==> src/hdl/first_occurrence_dedup_unit_macros.svh <==
// Assertion helpers for the dedup unit.
`ifndef FIRST_OCCURRENCE_DEDUP_UNIT_MACROS_SVH
`define FIRST_OCCURRENCE_DEDUP_UNIT_MACROS_SVH

`ifndef SYNTH

// Same-cycle implication.
`define FODU_ASSERT_NOW(label, clk, rst, ante, cons) \
   label: assert property (@(posedge clk) disable iff (rst) (ante) |-> (cons)) \
      else $error("fodu assertion failed");

// Next-cycle implication.
`define FODU_ASSERT_NEXT(label, clk, rst, ante, cons) \
   label: assert property (@(posedge clk) disable iff (rst) (ante) |=> (cons)) \
      else $error("fodu assertion failed");

`else

`define FODU_ASSERT_NOW(label, clk, rst, ante, cons)
`define FODU_ASSERT_NEXT(label, clk, rst, ante, cons)

`endif

`endif

==> src/hdl/fodu_pkg.sv <==
`default_nettype none

package fodu_pkg;

   localparam int DCOUNT_W = 7;

   typedef struct packed {
      logic signed [31:0] value;
      logic               last_item;
   } req_type;

   typedef struct packed {
      logic signed [31:0]    echoed_value;
      logic                  is_new;
      logic [DCOUNT_W-1:0]   distinct_count;
      logic                  overflow;
      logic                  run_end;
   } rsp_type;

   typedef enum logic [1:0] {
      SCAN_IDLE,
      SCAN_RUN,
      SCAN_DONE
   } scan_state_type;

endpackage

`default_nettype wire

==> src/hdl/first_occurrence_dedup_unit.sv <==
// Order-preserving dedup of runs of signed 32-bit values. Push one value per
// beat on the req_ side, with req_last_item set on the final value of a run;
// every request beat yields exactly one response beat, in order, carrying the
// value back, a first-occurrence flag, the running count of distinct values
// (low 7 bits), an overflow flag when a new value could not be stored because
// MAX_ITEMS distinct values are already held, and the run-end mark. After the
// run-end beat the store is empty again. Both sides are plain queues: a
// request beat goes in when req_push is high and req_full low, a response
// beat leaves when rsp_pop is high and rsp_empty low. The search engine
// reads the store of distinct values one entry per cycle from a single RAM
// read port, stopping at the first match or once every stored entry has
// been compared; with an empty store the search is skipped. A two-beat queue
// on each side lets the sender keep pushing and the receiver stall without
// holding up the search. No clearing pass is needed after reset.
`default_nettype none

module first_occurrence_dedup_unit
   import fodu_pkg::*;
#(
   parameter int MAX_ITEMS = 64
) (
   input  wire logic               clock,
   input  wire logic               reset,
   // request side
   input  wire logic               req_push,
   output logic                    req_full,
   input  wire logic signed [31:0] req_value,
   input  wire logic               req_last_item,
   // response side
   output logic                    rsp_empty,
   input  wire logic               rsp_pop,
   output logic signed [31:0]      rsp_echoed_value,
   output logic                    rsp_is_new,
   output logic [DCOUNT_W-1:0]     rsp_distinct_count,
   output logic                    rsp_overflow,
   output logic                    rsp_run_end
);

   req_type req_item, front_item;
   rsp_type back_item, rsp_item;
   logic    front_empty, front_pop;
   logic    back_full, back_push;

   assign req_item.value     = req_value;
   assign req_item.last_item = req_last_item;

   // front: request queue, decouples the sender from the search engine
   fodu_queue #(
      .WIDTH ($bits(req_type)),
      .DEPTH (2)
   ) u_req_q (
      .clock   (clock),
      .reset   (reset),
      .push    (req_push),
      .full    (req_full),
      .wr_data (req_item),
      .pop     (front_pop),
      .empty   (front_empty),
      .rd_data (front_item)
   );

   // back: walks the stored distinct values and updates the store
   fodu_scan #(
      .MAX_ITEMS (MAX_ITEMS)
   ) u_scan (
      .clock    (clock),
      .reset    (reset),
      .in_empty (front_empty),
      .in_item  (front_item),
      .in_pop   (front_pop),
      .out_full (back_full),
      .out_push (back_push),
      .out_item (back_item)
   );

   // response queue, lets the receiver stall while the next item searches
   fodu_queue #(
      .WIDTH ($bits(rsp_type)),
      .DEPTH (2)
   ) u_rsp_q (
      .clock   (clock),
      .reset   (reset),
      .push    (back_push),
      .full    (back_full),
      .wr_data (back_item),
      .pop     (rsp_pop),
      .empty   (rsp_empty),
      .rd_data (rsp_item)
   );

   assign rsp_echoed_value   = rsp_item.echoed_value;
   assign rsp_is_new         = rsp_item.is_new;
   assign rsp_distinct_count = rsp_item.distinct_count;
   assign rsp_overflow       = rsp_item.overflow;
   assign rsp_run_end        = rsp_item.run_end;

endmodule

`default_nettype wire

==> src/hdl/fodu_ram.sv <==
`default_nettype none

module fodu_ram #(
   parameter int WIDTH = 32,
   parameter int DEPTH = 64,
   localparam int AW = (DEPTH > 1) ? $clog2(DEPTH) : 1
) (
   input  wire logic             clock,
   input  wire logic             wr_en,
   input  wire logic [AW-1:0]    wr_addr,
   input  wire logic [WIDTH-1:0] wr_data,
   input  wire logic             rd_en,
   input  wire logic [AW-1:0]    rd_addr,
   output logic      [WIDTH-1:0] rd_data
);

   logic [WIDTH-1:0] mem_ff [DEPTH];

   always_ff @(posedge clock) begin
      if (wr_en) begin
         mem_ff[wr_addr] <= wr_data;
      end
      if (rd_en) begin
         rd_data <= mem_ff[rd_addr];
      end
   end

endmodule

`default_nettype wire

==> src/hdl/fodu_queue.sv <==
`default_nettype none

module fodu_queue #(
   parameter int WIDTH = 8,
   parameter int DEPTH = 2,
   localparam int PW = (DEPTH > 1) ? $clog2(DEPTH) : 1,
   localparam int FW = $clog2(DEPTH + 1)
) (
   input  wire logic             clock,
   input  wire logic             reset,
   input  wire logic             push,
   output logic                  full,
   input  wire logic [WIDTH-1:0] wr_data,
   input  wire logic             pop,
   output logic                  empty,
   output logic      [WIDTH-1:0] rd_data
);

   localparam logic [FW-1:0] FILL_MAX = FW'(DEPTH);
   localparam logic [PW-1:0] PTR_LAST = PW'(DEPTH - 1);

   logic [WIDTH-1:0] mem_ff [DEPTH];
   logic [PW-1:0]    wr_ptr_ff, wr_ptr_in;
   logic [PW-1:0]    rd_ptr_ff, rd_ptr_in;
   logic [FW-1:0]    fill_ff, fill_in;
   logic             do_push, do_pop;

   assign full    = (fill_ff == FILL_MAX);
   assign empty   = (fill_ff == '0);
   assign do_push = push && !full;
   assign do_pop  = pop && !empty;
   assign rd_data = mem_ff[rd_ptr_ff];

   always_comb begin
      wr_ptr_in = wr_ptr_ff;
      rd_ptr_in = rd_ptr_ff;
      fill_in   = fill_ff;
      if (do_push) begin
         wr_ptr_in = (wr_ptr_ff == PTR_LAST) ? '0 : wr_ptr_ff + PW'(1);
      end
      if (do_pop) begin
         rd_ptr_in = (rd_ptr_ff == PTR_LAST) ? '0 : rd_ptr_ff + PW'(1);
      end
      if (do_push && !do_pop) begin
         fill_in = fill_ff + FW'(1);
      end else if (do_pop && !do_push) begin
         fill_in = fill_ff - FW'(1);
      end
   end

   always_ff @(posedge clock) begin
      if (reset) begin
         wr_ptr_ff <= '0;
         rd_ptr_ff <= '0;
         fill_ff   <= '0;
      end else begin
         wr_ptr_ff <= wr_ptr_in;
         rd_ptr_ff <= rd_ptr_in;
         fill_ff   <= fill_in;
      end
   end

   always_ff @(posedge clock) begin
      if (do_push) begin
         mem_ff[wr_ptr_ff] <= wr_data;
      end
   end

endmodule

`default_nettype wire

==> src/hdl/fodu_scan.sv <==
`default_nettype none
`include "first_occurrence_dedup_unit_macros.svh"

module fodu_scan
   import fodu_pkg::*;
#(
   parameter int MAX_ITEMS = 64,
   localparam int AW = (MAX_ITEMS > 1) ? $clog2(MAX_ITEMS) : 1,
   localparam int CW = $clog2(MAX_ITEMS + 1)
) (
   input  wire logic    clock,
   input  wire logic    reset,
   // from front queue
   input  wire logic    in_empty,
   input  wire req_type in_item,
   output logic         in_pop,
   // to result queue
   input  wire logic    out_full,
   output logic         out_push,
   output rsp_type      out_item
);

   localparam logic [CW-1:0] MAX_CNT = CW'(MAX_ITEMS);

   scan_state_type  state_ff, state_in;
   req_type         item_ff, item_in;
   logic [CW-1:0]   count_ff, count_in;
   logic [CW-1:0]   issue_ff, issue_in;
   logic            pend_ff, pend_in;
   logic            found_ff, found_in;

   logic            rd_en;
   logic [31:0]     rd_data;
   logic            wr_en;
   logic            hit, last_cmp;
   logic            store_full, is_new;
   logic [CW-1:0]   new_count;
   logic [CW+DCOUNT_W-1:0] count_ext;

   assign hit        = pend_ff && (rd_data == item_ff.value);
   assign last_cmp   = pend_ff && (issue_ff == count_ff);
   assign store_full = (count_ff == MAX_CNT);
   assign is_new     = !found_ff && !store_full;
   assign new_count  = count_ff + CW'(is_new);
   assign count_ext  = {{DCOUNT_W{1'b0}}, new_count};

   // next state
   always_comb begin
      state_in = state_ff;
      case (state_ff)
         SCAN_IDLE: begin
            if (!in_empty) begin
               state_in = (count_ff == '0) ? SCAN_DONE : SCAN_RUN;
            end
         end
         SCAN_RUN: begin
            if (hit || last_cmp) begin
               state_in = SCAN_DONE;
            end
         end
         SCAN_DONE: begin
            if (!out_full) begin
               state_in = SCAN_IDLE;
            end
         end
         default: state_in = SCAN_IDLE;
      endcase
   end

   // outputs and datapath control
   always_comb begin
      in_pop   = 1'b0;
      rd_en    = 1'b0;
      out_push = 1'b0;
      wr_en    = 1'b0;
      item_in  = item_ff;
      issue_in = issue_ff;
      found_in = found_ff;
      count_in = count_ff;
      case (state_ff)
         SCAN_IDLE: begin
            in_pop = !in_empty;
            if (!in_empty) begin
               item_in  = in_item;
               issue_in = '0;
               found_in = 1'b0;
            end
         end
         SCAN_RUN: begin
            rd_en = (issue_ff != count_ff) && !hit;
            if (rd_en) begin
               issue_in = issue_ff + CW'(1);
            end
            if (hit) begin
               found_in = 1'b1;
            end
         end
         SCAN_DONE: begin
            if (!out_full) begin
               out_push = 1'b1;
               wr_en    = is_new;
               count_in = item_ff.last_item ? '0 : new_count;
            end
         end
         default: ;
      endcase
   end

   assign pend_in = rd_en;

   always_comb begin
      out_item.echoed_value   = item_ff.value;
      out_item.is_new         = is_new;
      out_item.distinct_count = count_ext[DCOUNT_W-1:0];
      out_item.overflow       = !found_ff && store_full;
      out_item.run_end        = item_ff.last_item;
   end

   always_ff @(posedge clock) begin
      if (reset) begin
         state_ff <= SCAN_IDLE;
         count_ff <= '0;
         issue_ff <= '0;
         pend_ff  <= 1'b0;
         found_ff <= 1'b0;
      end else begin
         state_ff <= state_in;
         count_ff <= count_in;
         issue_ff <= issue_in;
         pend_ff  <= pend_in;
         found_ff <= found_in;
      end
   end

   always_ff @(posedge clock) begin
      item_ff <= item_in;
   end

   fodu_ram #(
      .WIDTH (32),
      .DEPTH (MAX_ITEMS)
   ) u_store (
      .clock   (clock),
      .wr_en   (wr_en),
      .wr_addr (count_ff[AW-1:0]),
      .wr_data (item_ff.value),
      .rd_en   (rd_en),
      .rd_addr (issue_ff[AW-1:0]),
      .rd_data (rd_data)
   );

   `FODU_ASSERT_NOW(a_count_bounded, clock, reset, 1'b1, count_ff <= MAX_CNT)
   `FODU_ASSERT_NOW(a_cmp_only_in_run, clock, reset, pend_ff, state_ff == SCAN_RUN)
   `FODU_ASSERT_NOW(a_new_xor_ovf, clock, reset, out_push,
                    !(out_item.is_new && out_item.overflow))
   `FODU_ASSERT_NEXT(a_run_end_clears, clock, reset,
                     out_push && item_ff.last_item, count_ff == '0)

endmodule

`default_nettype wire

==> config.mk <==
export PLATFORM = sky130hd
export DESIGN_NAME = first_occurrence_dedup_unit
export DESIGN_NICKNAME = d
export VERILOG_FILES = /design/src/hdl/fodu_pkg.sv /design/src/hdl/first_occurrence_dedup_unit.sv /design/src/hdl/fodu_ram.sv /design/src/hdl/fodu_queue.sv /design/src/hdl/fodu_scan.sv
export VERILOG_INCLUDE_DIRS = /design/src /design/src/hdl
export SDC_FILE = /design/constraint.sdc
export NUM_CORES = 2
export LEC_CHECK = 0
export BUFFER_PORTS_ARGS = -buffer_cell sky130_fd_sc_hd__buf_2
export CORE_AREA = 2 2 426 323
export CTS_BUF_LIST = sky130_fd_sc_hd__clkbuf_8
export DETAILED_ROUTE_END_ITERATION = 10
export DIE_AREA = 0 0 428 325
export PLACE_DENSITY = 0.88
export SLEW_MARGIN = 5
export SYNTH_ARGS = -nofsm -noshare
export SYNTH_HDL_FRONTEND = slang
export SYNTH_HIERARCHICAL = 1
export SYNTH_SLANG_ARGS = --single-unit
export TNS_END_PERCENT = 50
==> constraint.sdc <==
create_clock -name clock -period 7.1 [get_ports clock]
set_clock_uncertainty 0.2 [all_clocks]
set_input_delay 1.065 -clock clock [delete_from_list [all_inputs] [get_ports clock]]
set_output_delay 1.065 -clock clock [all_outputs]
set_load 0.005 [all_outputs]
==> results.md <==
- RSZ-0062 raised after global routing: no
- Status: finished clean
- Reg clk slew, reported paths: 0.06 ns
- Clock root buffer: clkbuf_8
- DR iter-0 viols: 8562
- Initial core utilization: 64.6%
- Routability cong.: 1.02
- Top cell type's share of synthesized area: 78.0%
- Yosys warnings: 6
- P_leak: 29.0 nW
- DRT antenna net count: 0
- EDFF count, synth: 2263
- CP cell instances: nor2_1, a41oi_1, nor2b_1, nand3_1, nor2_4
- Slew @ Worst Pin: 1.41 ns
- Post-layout min period: 4.86 ns
- Crit-path slowest cell: nor2_4
- Cts repair resizes: 0
- Peak VDD IR: 0.000262 V
- Setup TNS: 0 ns
- Distinct cells, synth: 50
- Rows: 117
- CP max stage delay: 1.41 ns
- Origin of the worst setup path: u_scan/count_ff[2]$_SDFFE_PP0P_
- Initial antenna violation count: 21
- Synth area leader: edfxtp_1
- Die width: 428 um
- CTS sink count: 2291
- FFs w/ async S/R, synth: 0%
- FMAX: 206 MHz
- Vias in the first global route: 44700
- Worst r2r path cells: 5
- Type of the tightest min-delay check: in2reg
- Max FO, Critical Path: 32
- Logic pwr share: 12.2%
- Post-synthesis cell count: 3828
- Max-cap violations: 0
- Fillers: 6792
- Final WL: 233 mm
- Synth Net Count: 3870
- Total gr overflow: 0
- Final hold vios: 0
- Area grow syn2layout: 9.89%
- CP required: 7.48 ns
- Hold Crit Start: req_value[13]
- Crit path capture type: flop
- Full die area: 139000 um2
- Vias per cell: 7.35
- First-pass GRT wire length: 328 mm
- Commonest register cell after synthesis: edfxtp_1
- Tcrit/Tclk final: 68.4%
- Nets: 4174
- Hold Path Depth: 1
- Storage element area: 68500 um2
- GR Layer Usage met1: 44.8%
- Net Sw Power: 8.17 mW
- Largest net degree at the start of global routing: 131
- # IOs: 81
- Clock power share: 30.7%
- Drt drc: 0
- GR Util All Layers: 33.6%
- Mean Syn Cell Area: 22.8 um2
- Met3 Use GR: 12.2%
- Worst Hold Margin: 0.0594 ns
- Clk_lat worst skew: 1.01 ns
- Die Y: 325 um
- Core area: 135000 um2
- Final Slew Violations: 0
- 1st-pass router iterations: 9
- Routed WL per cell: 37.9 um
- HPWL Detailed: 130 mm
- Sequential cell area fraction in the yosys report: 78.6%
- CP Class: reg2reg
- Startpoint Class: flop
- Total number of vias: 45100
- Port buffer count: 80
- WP data arrival: 5.24 ns
- WP buf/inv: 0
- Post-Syn Area: 87100 um2
- CTS tree: built
- PD cells: 316 nW/um2
- Met2 usage: 50.5%
- Internal: 22.1 mW
- GR peak layer: met2
- Critical path depth: 5
- Multi-input gate area: 18100 um2
- H-Tree Depth: 5
- Synth area leaders: edfxtp_1 78%, mux4_2 14%, mux2i_1 1.1%
- Relative slew slack: 5.69%
- Flop pwr share: 57.1%
- Sw frac: 27.0%
- CTS Buf Count: 322
- FF+latch count, synth: 2291
- CTS max path bufs: 4
- Worst path top cell family by delay: simple AND/OR/NAND/NOR gates
- Fraction of layout cells with a size suffix above 1: 28.4%
- Final setup fails: 0
- R2R Path Start: u_scan/count_ff[2]$_SDFFE_PP0P_
[final timing paths]
| check | end | slack [ns] |
|---|---|---|
| worst min-delay path | u_req_q/mem_ff[0][14]$_DFFE_PP_ | 0.06 |
| worst min register to register | u_rsp_q/rd_ptr_ff$_SDFFE_PP0P_ | 0.31 |
| worst max register to register | u_scan/u_store/mem_ff[35][10]$_DFFE_PP_ | 2.24 |
| worst max-delay path | u_scan/u_store/mem_ff[35][10]$_DFFE_PP_ | 2.24 |
[stage by stage]
stage	power (mW)	instance area, um2	worst slack (ns)	utilization (%)	instances
floorplan	19.0	87100	2.63	-	3828
global placement	20.8	90100	2.64	66.8	5580
detailed placement	21.1	90100	2.48	66.8	5580
CTS	30.2	95700	2.47	71.0	6131
global route	30.9	95700	2.25	71.0	6132
finish	30.3	95700	2.24	71.0	6139
[sequential cells by signal (all words and copies together), names as in the netlist, 2 cells and up, named ones only]
register and flops:
u_req_q/fill_ff 2, u_scan/u_store/mem_ff 2048, u_scan/issue_ff 7, u_rsp_q/mem_ff 84, u_scan/count_ff 7, u_scan/state_ff 2
u_scan/u_store/rd_data 32, u_req_q/mem_ff 66, u_scan/out_item 33, u_rsp_q/fill_ff 2
[power by group through the flow]
stage          clock network, mW  registers, mW  logic [mW]
3_3_place_gp                   0           17.5        3.30
5_1_grt                     9.86           17.3        3.80
4_1_cts                     9.34           17.2        3.59
3_5_place_dp                   0           17.5        3.55
6_report                    9.30           17.3        3.69
2_1_floorplan                  0           18.2       0.792
[layout by cell type, fill, tap and decap left out, drive strengths merged, types with 18 or more instances in the layout]
| cell | synthesis | layout |
|---|---|---|
| edfxtp | 2263 | 2263 |
| mux4 | 544 | 544 |
| clkbuf | 82 | 333 |
| nor2 | 169 | 169 |
| buf | 119 | 168 |
| inv | 8 | 120 |
| mux2i | 94 | 94 |
| o22ai | 85 | 85 |
| clkinv | 0 | 85 |
| mux2 | 76 | 76 |
| a21oi | 73 | 73 |
| nand2 | 35 | 35 |
| xor2 | 32 | 32 |
| dfxtp | 28 | 28 |
| o221ai | 27 | 27 |
| xnor2 | 18 | 18 |
| nor2b | 18 | 18 |
[kinds of logic after synthesis]
group,count (synthesis),synth area share (%)
AO/OA/AOI/OAI,245,1.80
AND/OR/NAND/NOR,314,1.70
flip-flops,2291,78.6
buffers and inverters,209,1.15
adder cells (fa/ha/maj),5,0.0718
multiplexers,714,16.1
XOR/XNOR,50,0.503
[per-layer routing]
metal	vias to the layer above	share of wire, %
met2	4427	46
met3	770	16
met5	-	0.035
met4	12	5.1
li1	16800	-
met1	23100	32
[layout make-up]
cell class	count	share of cell area (%)
Sequential cell	2291	71.6
Multi-Input combinational cell	1328	18.9
Clock buffer	333	4.79
Tap cell	1785	2.33
Timing Repair Buffer	181	1.39
Clock inverter	205	0.967
Inverter	8	0.0314
Antenna cell	8	0.0209
[cells in the mapped netlist, types with 21 or more instances]
library cell	instances
o22ai_1	85
a21oi_1	73
dfxtp_1	28
buf_4	26
buf_1	21
mux2_2	76
buf_2	67
clkbuf_1	82
xor2_1	32
edfxtp_1	2263
nor2_1	169
mux2i_1	94
o221ai_1	27
mux4_2	544
nand2_1	34
[timing repair]
action / in CTS / in global routing
setup buffers: 0 / 0
hold endpoints to repair: 22 / 0
hold buffers: 13 / 0
Note: power is estimated with default switching activity, not from simulation.
